### config.mk
export PLATFORM = sky130hd
export DESIGN_NAME = quadrature_position_velocity
export DESIGN_NICKNAME = d
export VERILOG_FILES = /design/src/rtl/qpv_pkg.sv /design/src/rtl/qpv_decode.sv /design/src/rtl/quadrature_position_velocity.sv
export SDC_FILE = /design/constraint.sdc
export NUM_CORES = 1
export LEC_CHECK = 0
export BUFFER_PORTS_ARGS = -buffer_cell sky130_fd_sc_hd__buf_2
export CORE_MARGIN = 2
export CORE_UTILIZATION = 42
export CTS_BUF_LIST = sky130_fd_sc_hd__clkbuf_4
export CTS_CLUSTER_SIZE = 20
export DETAILED_ROUTE_END_ITERATION = 12
export GPL_TIMING_DRIVEN = 0
export SYNTH_ARGS = -nofsm -noshare
export SYNTH_HDL_FRONTEND = slang
export SYNTH_HIERARCHICAL = 1
export SYNTH_SLANG_ARGS = --single-unit
### constraint.sdc
create_clock -name clk_i -period 7.9 [get_ports clk_i]
set_input_delay 0.79 -clock clk_i [delete_from_list [all_inputs] [get_ports clk_i]]
set_output_delay 0.79 -clock clk_i [all_outputs]
set_load 0.03 [all_outputs]
### src/rtl/qpv_pkg.sv
// shared types, constants and helpers for the quadrature position/velocity block
// no dependencies; imported by qpv_decode and quadrature_position_velocity
package qpv_pkg;

  // configuration register widths and reset values
  localparam int unsigned CprWidth       = 13;
  localparam int unsigned ScaleWidth     = 8;
  localparam int unsigned CfgDataWidth   = 13;
  localparam int unsigned CfgIndexWidth  = 1;
  localparam logic [CprWidth-1:0]   CPR_RESET   = 13'd4000;
  localparam logic [ScaleWidth-1:0] SCALE_RESET = 8'd3;

  // register indexes on the configuration port
  localparam logic [CfgIndexWidth-1:0] REG_COUNTS_PER_REV = 1'd0;
  localparam logic [CfgIndexWidth-1:0] REG_RPM_SCALE      = 1'd1;

  // default width of the saturating edge counter
  localparam int unsigned EDGE_COUNT_WIDTH_DEF = 16;

  // latched edge count saturates here
  localparam logic [15:0] LATCH_MAX = 16'hFFFF;

  // position and velocity state carried from one transaction to the next
  typedef struct packed {
    logic [1:0]         last_pins;
    logic signed [13:0] count;
    logic [31:0]        revs;
    logic [15:0]        latched_edges;
    logic [23:0]        latched_rpm;
  } qpv_state_t;

  // one result transaction
  typedef struct packed {
    logic signed [13:0] count_in_rev;
    logic [31:0]        revolutions;
    logic [15:0]        edges_in_window;
    logic [23:0]        speed_rpm;
    logic               window_done;
  } qpv_result_t;

  // pin state that precedes cur in the forward direction
  function automatic logic [1:0] forward_prev(input logic [1:0] cur);
    logic [1:0] prev;
    case (cur)
      2'b00:   prev = 2'b01;
      2'b01:   prev = 2'b11;
      2'b10:   prev = 2'b00;
      2'b11:   prev = 2'b10;
      default: prev = 2'b00;
    endcase
    return prev;
  endfunction

endpackage

### src/rtl/qpv_decode.sv
// x4 quadrature decode, position wrap and window latch for one sample
// depends on qpv_pkg; purely combinational, registered by the top level
module qpv_decode #(
  parameter int unsigned EW = qpv_pkg::EDGE_COUNT_WIDTH_DEF
) (
  input  logic                             pin_a_i,
  input  logic                             pin_b_i,
  input  logic                             window_tick_i,
  input  logic [qpv_pkg::CprWidth-1:0]     counts_per_rev_i,
  input  logic [qpv_pkg::ScaleWidth-1:0]   rpm_scale_i,
  input  qpv_pkg::qpv_state_t              state_i,
  input  logic [EW-1:0]                    edge_cnt_i,
  output qpv_pkg::qpv_state_t              state_o,
  output logic [EW-1:0]                    edge_cnt_o,
  output qpv_pkg::qpv_result_t             result_o
);
  import qpv_pkg::*;

  logic [1:0]         cur;
  logic               changed;
  logic               fwd;
  logic signed [14:0] cnt_step;
  logic signed [14:0] limit;
  logic               wrap_up;
  logic               wrap_dn;
  logic [EW-1:0]      edge_inc;
  logic [31:0]        edge_wide;
  logic [15:0]        edge_sat;
  logic [23:0]        rpm;

  // direction of the step against the previous pin state
  assign cur      = {pin_a_i, pin_b_i};
  assign changed  = (cur != state_i.last_pins);
  assign fwd      = (forward_prev(cur) == state_i.last_pins);
  assign cnt_step = {state_i.count[13], state_i.count} + (fwd ? 15'sd1 : -15'sd1);
  assign limit    = signed'({2'b00, counts_per_rev_i});
  assign wrap_up  = (cnt_step >= limit);
  assign wrap_dn  = (cnt_step <= -limit);

  // saturating edge count including this sample
  assign edge_inc  = (changed && (edge_cnt_i != '1)) ? edge_cnt_i + EW'(1) : edge_cnt_i;
  assign edge_wide = 32'(edge_inc);
  assign edge_sat  = (edge_wide > 32'(LATCH_MAX)) ? LATCH_MAX : edge_wide[15:0];
  assign rpm       = 24'(edge_sat * rpm_scale_i);

  // next state
  always_comb begin
    state_o = state_i;
    if (changed) begin
      state_o.last_pins = cur;
      if (wrap_up) begin
        state_o.count = '0;
        state_o.revs  = state_i.revs + 32'd1;
      end else if (wrap_dn) begin
        state_o.count = '0;
        state_o.revs  = state_i.revs - 32'd1;
      end else begin
        state_o.count = cnt_step[13:0];
      end
    end
    edge_cnt_o = edge_inc;
    if (window_tick_i) begin
      state_o.latched_edges = edge_sat;
      state_o.latched_rpm   = rpm;
      edge_cnt_o            = '0;
    end
  end

  // result fields follow the updated state
  always_comb begin
    result_o.count_in_rev    = state_o.count;
    result_o.revolutions     = state_o.revs;
    result_o.edges_in_window = state_o.latched_edges;
    result_o.speed_rpm       = state_o.latched_rpm;
    result_o.window_done     = window_tick_i;
  end

endmodule

### src/rtl/quadrature_position_velocity.sv
// top level of the quadrature position/velocity block: handshakes, config, state
// depends on qpv_pkg and qpv_decode
//
// usage:
//   input channel (in_valid_i/in_ready_o) carries one sample of pin_a, pin_b and
//   window_tick per transaction; output channel (out_valid_o/out_ready_i) returns
//   exactly one result per input transaction, in order.
//   config port: cfg_we_i writes cfg_wdata_i into register cfg_index_i
//   (0 counts_per_rev, 1 rpm_scale) at the clock edge; write only while idle.
// pipeline:
//   a sample is taken into the input register, then decoded and written into the
//   result register once that register is free; out_valid_o rises as it loads.
//   one transaction per cycle sustained while out_ready_i stays high; the decode
//   and state update are combinational between the two registers, the 16x8 rpm
//   multiply being the longest path.
// stalls:
//   while out_ready_i is low the result register holds and the input register
//   still takes one more sample; in_ready_o then drops until the result is taken.
// reset:
//   position, revolutions, edge count and latched velocity clear to zero, the
//   previous pin state to 00, counts_per_rev to 4000 and rpm_scale to 3.
module quadrature_position_velocity #(
  parameter int unsigned EDGE_COUNT_WIDTH = qpv_pkg::EDGE_COUNT_WIDTH_DEF
) (
  input  logic                                clk_i,
  input  logic                                rst_ni,
  // configuration
  input  logic                                cfg_we_i,
  input  logic [qpv_pkg::CfgIndexWidth-1:0]   cfg_index_i,
  input  logic [qpv_pkg::CfgDataWidth-1:0]    cfg_wdata_i,
  // sample channel
  input  logic                                in_valid_i,
  output logic                                in_ready_o,
  input  logic                                pin_a_i,
  input  logic                                pin_b_i,
  input  logic                                window_tick_i,
  // result channel
  output logic                                out_valid_o,
  input  logic                                out_ready_i,
  output logic signed [13:0]                  count_in_rev_o,
  output logic [31:0]                         revolutions_o,
  output logic [15:0]                         edges_in_window_o,
  output logic [23:0]                         speed_rpm_o,
  output logic                                window_done_o
);
  import qpv_pkg::*;

  logic [CprWidth-1:0]         cpr_q;
  logic [ScaleWidth-1:0]       scale_q;

  logic                        s1_valid_q;
  logic                        s1_pin_a_q;
  logic                        s1_pin_b_q;
  logic                        s1_tick_q;
  logic                        s1_adv;

  qpv_state_t                  state_q, state_d;
  logic [EDGE_COUNT_WIDTH-1:0] edge_q, edge_d;

  logic                        res_valid_q;
  qpv_result_t                 res_q, res_d;
  logic                        res_free;

  // configuration registers
  always_ff @(posedge clk_i or negedge rst_ni) begin
    if (!rst_ni) begin
      cpr_q   <= CPR_RESET;
      scale_q <= SCALE_RESET;
    end else if (cfg_we_i) begin
      case (cfg_index_i)
        REG_COUNTS_PER_REV: cpr_q   <= cfg_wdata_i[CprWidth-1:0];
        REG_RPM_SCALE:      scale_q <= cfg_wdata_i[ScaleWidth-1:0];
        default: ;
      endcase
    end
  end

  // pipeline flow control
  assign res_free   = !res_valid_q || out_ready_i;
  assign s1_adv     = s1_valid_q && res_free;
  assign in_ready_o = !s1_valid_q || res_free;

  // input register
  always_ff @(posedge clk_i or negedge rst_ni) begin
    if (!rst_ni) begin
      s1_valid_q <= 1'b0;
    end else if (in_ready_o) begin
      s1_valid_q <= in_valid_i;
    end
  end

  always_ff @(posedge clk_i) begin
    if (in_valid_i && in_ready_o) begin
      s1_pin_a_q <= pin_a_i;
      s1_pin_b_q <= pin_b_i;
      s1_tick_q  <= window_tick_i;
    end
  end

  // decode of the registered sample
  qpv_decode #(
    .EW(EDGE_COUNT_WIDTH)
  ) u_decode (
    .pin_a_i         (s1_pin_a_q),
    .pin_b_i         (s1_pin_b_q),
    .window_tick_i   (s1_tick_q),
    .counts_per_rev_i(cpr_q),
    .rpm_scale_i     (scale_q),
    .state_i         (state_q),
    .edge_cnt_i      (edge_q),
    .state_o         (state_d),
    .edge_cnt_o      (edge_d),
    .result_o        (res_d)
  );

  // state update when a sample moves into the result register
  always_ff @(posedge clk_i or negedge rst_ni) begin
    if (!rst_ni) begin
      state_q <= '0;
      edge_q  <= '0;
    end else if (s1_adv) begin
      state_q <= state_d;
      edge_q  <= edge_d;
    end
  end

  // result register
  always_ff @(posedge clk_i or negedge rst_ni) begin
    if (!rst_ni) begin
      res_valid_q <= 1'b0;
    end else if (res_free) begin
      res_valid_q <= s1_valid_q;
    end
  end

  always_ff @(posedge clk_i) begin
    if (s1_adv) begin
      res_q <= res_d;
    end
  end

  assign out_valid_o       = res_valid_q;
  assign count_in_rev_o    = res_q.count_in_rev;
  assign revolutions_o     = res_q.revolutions;
  assign edges_in_window_o = res_q.edges_in_window;
  assign speed_rpm_o       = res_q.speed_rpm;
  assign window_done_o     = res_q.window_done;

  // a closed window restarts the edge count
  assert property (@(posedge clk_i) disable iff (!rst_ni)
    (s1_adv && s1_tick_q) |=> (edge_q == '0))
    else $error("edge counter not cleared after window tick");

  // an unchanged pin state leaves position and revolutions alone
  assert property (@(posedge clk_i) disable iff (!rst_ni)
    (s1_adv && ({s1_pin_a_q, s1_pin_b_q} == state_q.last_pins))
    |=> ((state_q.count == $past(state_q.count)) && (state_q.revs == $past(state_q.revs))))
    else $error("position moved without a pin change");

  // revolutions move by at most one per transaction
  assert property (@(posedge clk_i) disable iff (!rst_ni)
    s1_adv |=> ((state_q.revs == $past(state_q.revs)) ||
                (state_q.revs == $past(state_q.revs) + 32'd1) ||
                (state_q.revs == $past(state_q.revs) - 32'd1)))
    else $error("revolution counter jumped");

  // a freshly loaded result mirrors the committed state
  assert property (@(posedge clk_i) disable iff (!rst_ni)
    s1_adv |=> ((res_q.count_in_rev == state_q.count) && (res_q.revolutions == state_q.revs)))
    else $error("result out of step with position state");

endmodule
==> out/metrics.csv <==
metric;value;unit
arrival time worst endpoint;8.05;ns
CP required;8.47;ns
Inserted Clock Buffers;66;
clock slew at the register clock pins of the worst setup and hold paths;0.06;ns
Final Hold Viols;0;
Total GRT Usage;20.0;%
Hold WS;0.257;ns
maximum vdd drop;156;uV
clock sinks;217;
Worst Hold Class;input port to flip-flop;
Initial Util;42.8;%
Setup Skew;0.0677;ns
critical path type;flip-flop to flip-flop;
core area;37800;sq um
DRC marker count from the first detailed-route iteration;584;
row count;71;
main combinational cell family by area after synthesis;adder cells;
Die H;200;microns
wire length on met2;17000;microns
setup violators final;0;
Synth Area in Compound Gates;7.06;%
number of library cell types mapped by synthesis;72;
vias in the first global route;11571;
outcome;completed;
Pleak;8.60;nW
synthesized area per cell;10.8;sq um
Critical Path Source Type;flip-flop;
WP buf/inv;4;
area of the multi-input gates;8990;sq um
Yosys reg bits;217;
fin area;18400;sq um
Rel. slew slack;15.6;%
Max Cap Viol;0;
via count;11305;
sequential share of the synthesized area;36.5;%
mux contribution to synthesized area;11.5;%
Synth Area in XOR/XNOR;4.56;%
Slew Limit Fails;0;
post-synth top area share;18.4;%
largest net degree at the start of global routing;81;
Tcrit/Tclk final;94.6;%
Placed Area;17400;sq um
worst-case clock buffer depth;3;
Layout Nets;1869;
crit end category;flip-flop;
post-synth design cell area;16100;sq um
highest metal used;met4;
reg-to-reg slack, setup;0.42;ns
Via density;5.05;
most used cell along the critical path;fa_1;
post-DP HPWL;28300;microns
Final WS setup;0.424;ns
drc violations;0;
DP Worst Slack;-0.00624;ns
fill count;3536;
Total Wirelength;38400;microns
share of layout cells above drive strength 1;28.8;%
Mapped Nets;1688;
worst-margin pin slew;1.25;ns
Crit path max-delay family;adder cells;
Initial DRT Pass Iterations;5;
RSZ-0062 raised after global routing;false;
TritonCTS clock tree;yes;
Synth area leader;dfrtp_1;
first-pass GRT wire length;62100;microns
routed len/inst;17.1;microns
simple-gate share of the synthesized area;14.5;%
Root Buffer;clkbuf_4;
Synth Flop Type;dfrtp_1;
chip width;200;microns
I/O Buffers;110;
total grt overflow;0;
clk_lat worst skew;0.73;ns
synth top area cells;dfrtp_1 (18%), edfxtp_1 (17%), fa_1 (11%), ha_1 (6.8%), mux2_2 (6.2%);
synthesized instance count;1493;
H-tree depth;3;
Area Overhead vs Synth;14.1;%
worst-path fanout max;10;
Worst path max stage delay;0.91;ns
GP Congestion;0.848;
synthesized-area fraction occupied by adder cells;17.4;%
initial antenna violation count;1;
min Tclk post-route;7.48;ns
Die Area;40000;sq um
M1 wire length;18500;microns
# IOs;111;
crit path cell chain;and4_1 > nand4_1 > nor3_1 > a31oi_4 > xnor2_1 > nand2b_1 > fa_1 > fa_1 > inv_1 > fa_1 > inv_1 > fa_1 > inv_1 > ha_1 > a2111oi_0 > o21ai_0 > and3_1 > a221o_1 > o2111ai_1 > a21oi_1 > xnor2_1 > a21oi_1 > buf_4 > mux2_2;
ANT nets after route;0;
register area;5890;sq um
metal3 WL;1860;microns
number of flops mapped to enable cells by yosys;90;
highest clock rate;134;MHz
Ys Warns;6;
Power Dens Cells;332;nW/um^2
# Post-CTS Setup Buffers;0;
ys async rst share;58.5;%
slowest CP cell;xnor2_1;
-- worst paths after layout --
kind | cells after the start | endpoint | startpoint
worst max-delay path | 24 | state_q[22]$_DFFE_PN0P_ | edge_q[5]$_DFFE_PN0P_
worst min-delay path | 1 | s1_pin_b_q$_DFFE_PP_ | pin_b_i
worst max register to register | 24 | state_q[22]$_DFFE_PN0P_ | edge_q[5]$_DFFE_PN0P_
worst min register to register | 1 | state_q[11]$_DFFE_PN0P_ | state_q[11]$_DFFE_PN0P_
max in group asynchronous | 3 | state_q[39]$_DFFE_PN0P_ | rst_ni
min in group asynchronous | 2 | state_q[18]$_DFFE_PN0P_ | rst_ni
-- state kept, by name, summed over array words and instances, names as in the netlist, 8 cells and up --
name,count
count_in_rev_o,14
cpr_q,13
edge_q,16
edges_in_window_o,16
revolutions_o,32
scale_q,8
speed_rpm_o,24
state_q,88
-- worst register-to-register path: stages, from the launching register on --
cell and delay [ns]:
dfrtp_1 0.49, and4_1 0.30, nand4_1 0.19, nor3_1 0.35
a31oi_4 0.21, xnor2_1 0.91, nand2b_1 0.24, fa_1 0.43
fa_1 0.56, inv_1 0.06, fa_1 0.52, inv_1 0.05
fa_1 0.52, inv_1 0.04, ha_1 0.25, a2111oi_0 0.37
o21ai_0 0.16, and3_1 0.25, a221o_1 0.36, o2111ai_1 0.26
a21oi_1 0.12, xnor2_1 0.18, a21oi_1 0.12, buf_4 0.18
mux2_2 0.25
-- where the power goes --
group / switching (W) / total, W / internal [W]
clock: 0.000529 / 0.00118 / 0.000649
combinational: 0.00176 / 0.00317 / 0.00141
sequential: 0.000234 / 0.00178 / 0.00154
total: 0.00253 / 0.00612 / 0.00360
-- final cells by class --
cell class                      count  area share [%]
Multi-Input combinational cell   1012            48.8
Sequential cell                   217            32.0
Buffer                            131            4.75
Clock buffer                      100            4.07
Tap cell                          511            3.47
Timing Repair Buffer              113            3.37
Inverter                          133            2.72
Clock inverter                     21           0.822
Antenna cell                        1          0.0136
-- routing by layer --
metal  GRT usage (%)  vias to the layer above
met3            3.90                       59
met2            30.7                      258
met1            28.2                     5533
li1                -                     5455
met5               0                        -
met4            7.54                        0
-- cell usage in the layout, fill, tap and decap left out, types with 5 or more instances in the layout --
master      n
inv_1     131
dfrtp_1   119
buf_2     115
nor2b_1   108
clkbuf_4  100
nor2_1     97
edfxtp_1   90
mux2_2     89
buf_4      88
ha_1       88
fa_1       85
nand2_1    62
mux2_4     49
a21oi_1    46
xnor2_1    42
xor2_1     33
nand3_1    32
o21ai_0    31
clkbuf_1   29
nand2b_1   21
nor3_1     19
and2_1     15
nor4_1     15
and3_1     14
a22o_1     14
nand4_1    13
mux2i_1    11
a211oi_1   10
o21a_1     10
clkinv_1    9
dfstp_2     8
buf_6       7
a21o_1      7
or3_1       7
clkinv_2    6
o31ai_1     6
nand3b_1    5
o211ai_1    5
-- kinds of logic (layout without fill, tap and decap cells) --
kind of cell               Yosys count  count (layout)
AOI/OAI and AO/OA                  169             169
xor gates and xnor gates            84              84
adders and majority gates          173             173
buffers and inverters              264             498
DFF                                217             217
muxes                              150             150
other                                0               1
and+or+nand+nor                    436             436
-- through the flow --
step,setup TNS (ns),power [W],cells,utilization (%)
finish,0,0.00612,2239,48.8
global route,0,0.00663,2239,48.8
CTS,0,0.00618,2238,48.5
detailed placement,-0.00624,0.00494,2116,46.1
global placement,0,0.00488,2114,45.9
floorplan,0,0.00416,1493,-
-- repair_timing --
action | 4_1_cts | 5_1_grt
cloned | 0 | 0
hold buffers | 1 | 0
setup endpoints to repair | 2 | 10
resized for setup | 1 | 13
hold endpoints to repair | 32 | 0
-- Yosys cell counts (all sizes together), types with 8 or more instances --
library cell	count
nand4	13
nor2	97
fa	85
inv	133
and3	14
nor3	19
and2	15
o21a	10
o21ai	32
dfrtp	119
buf	102
nand3	32
mux2	138
a22o	14
nand2	63
edfxtp	90
clkbuf	29
ha	88
a211oi	10
xor2	36
nor2b	108
nand2b	22
a21oi	46
nor4	16
dfstp	8
xnor2	48
mux2i	12
Power figures use the tool's default switching activity.
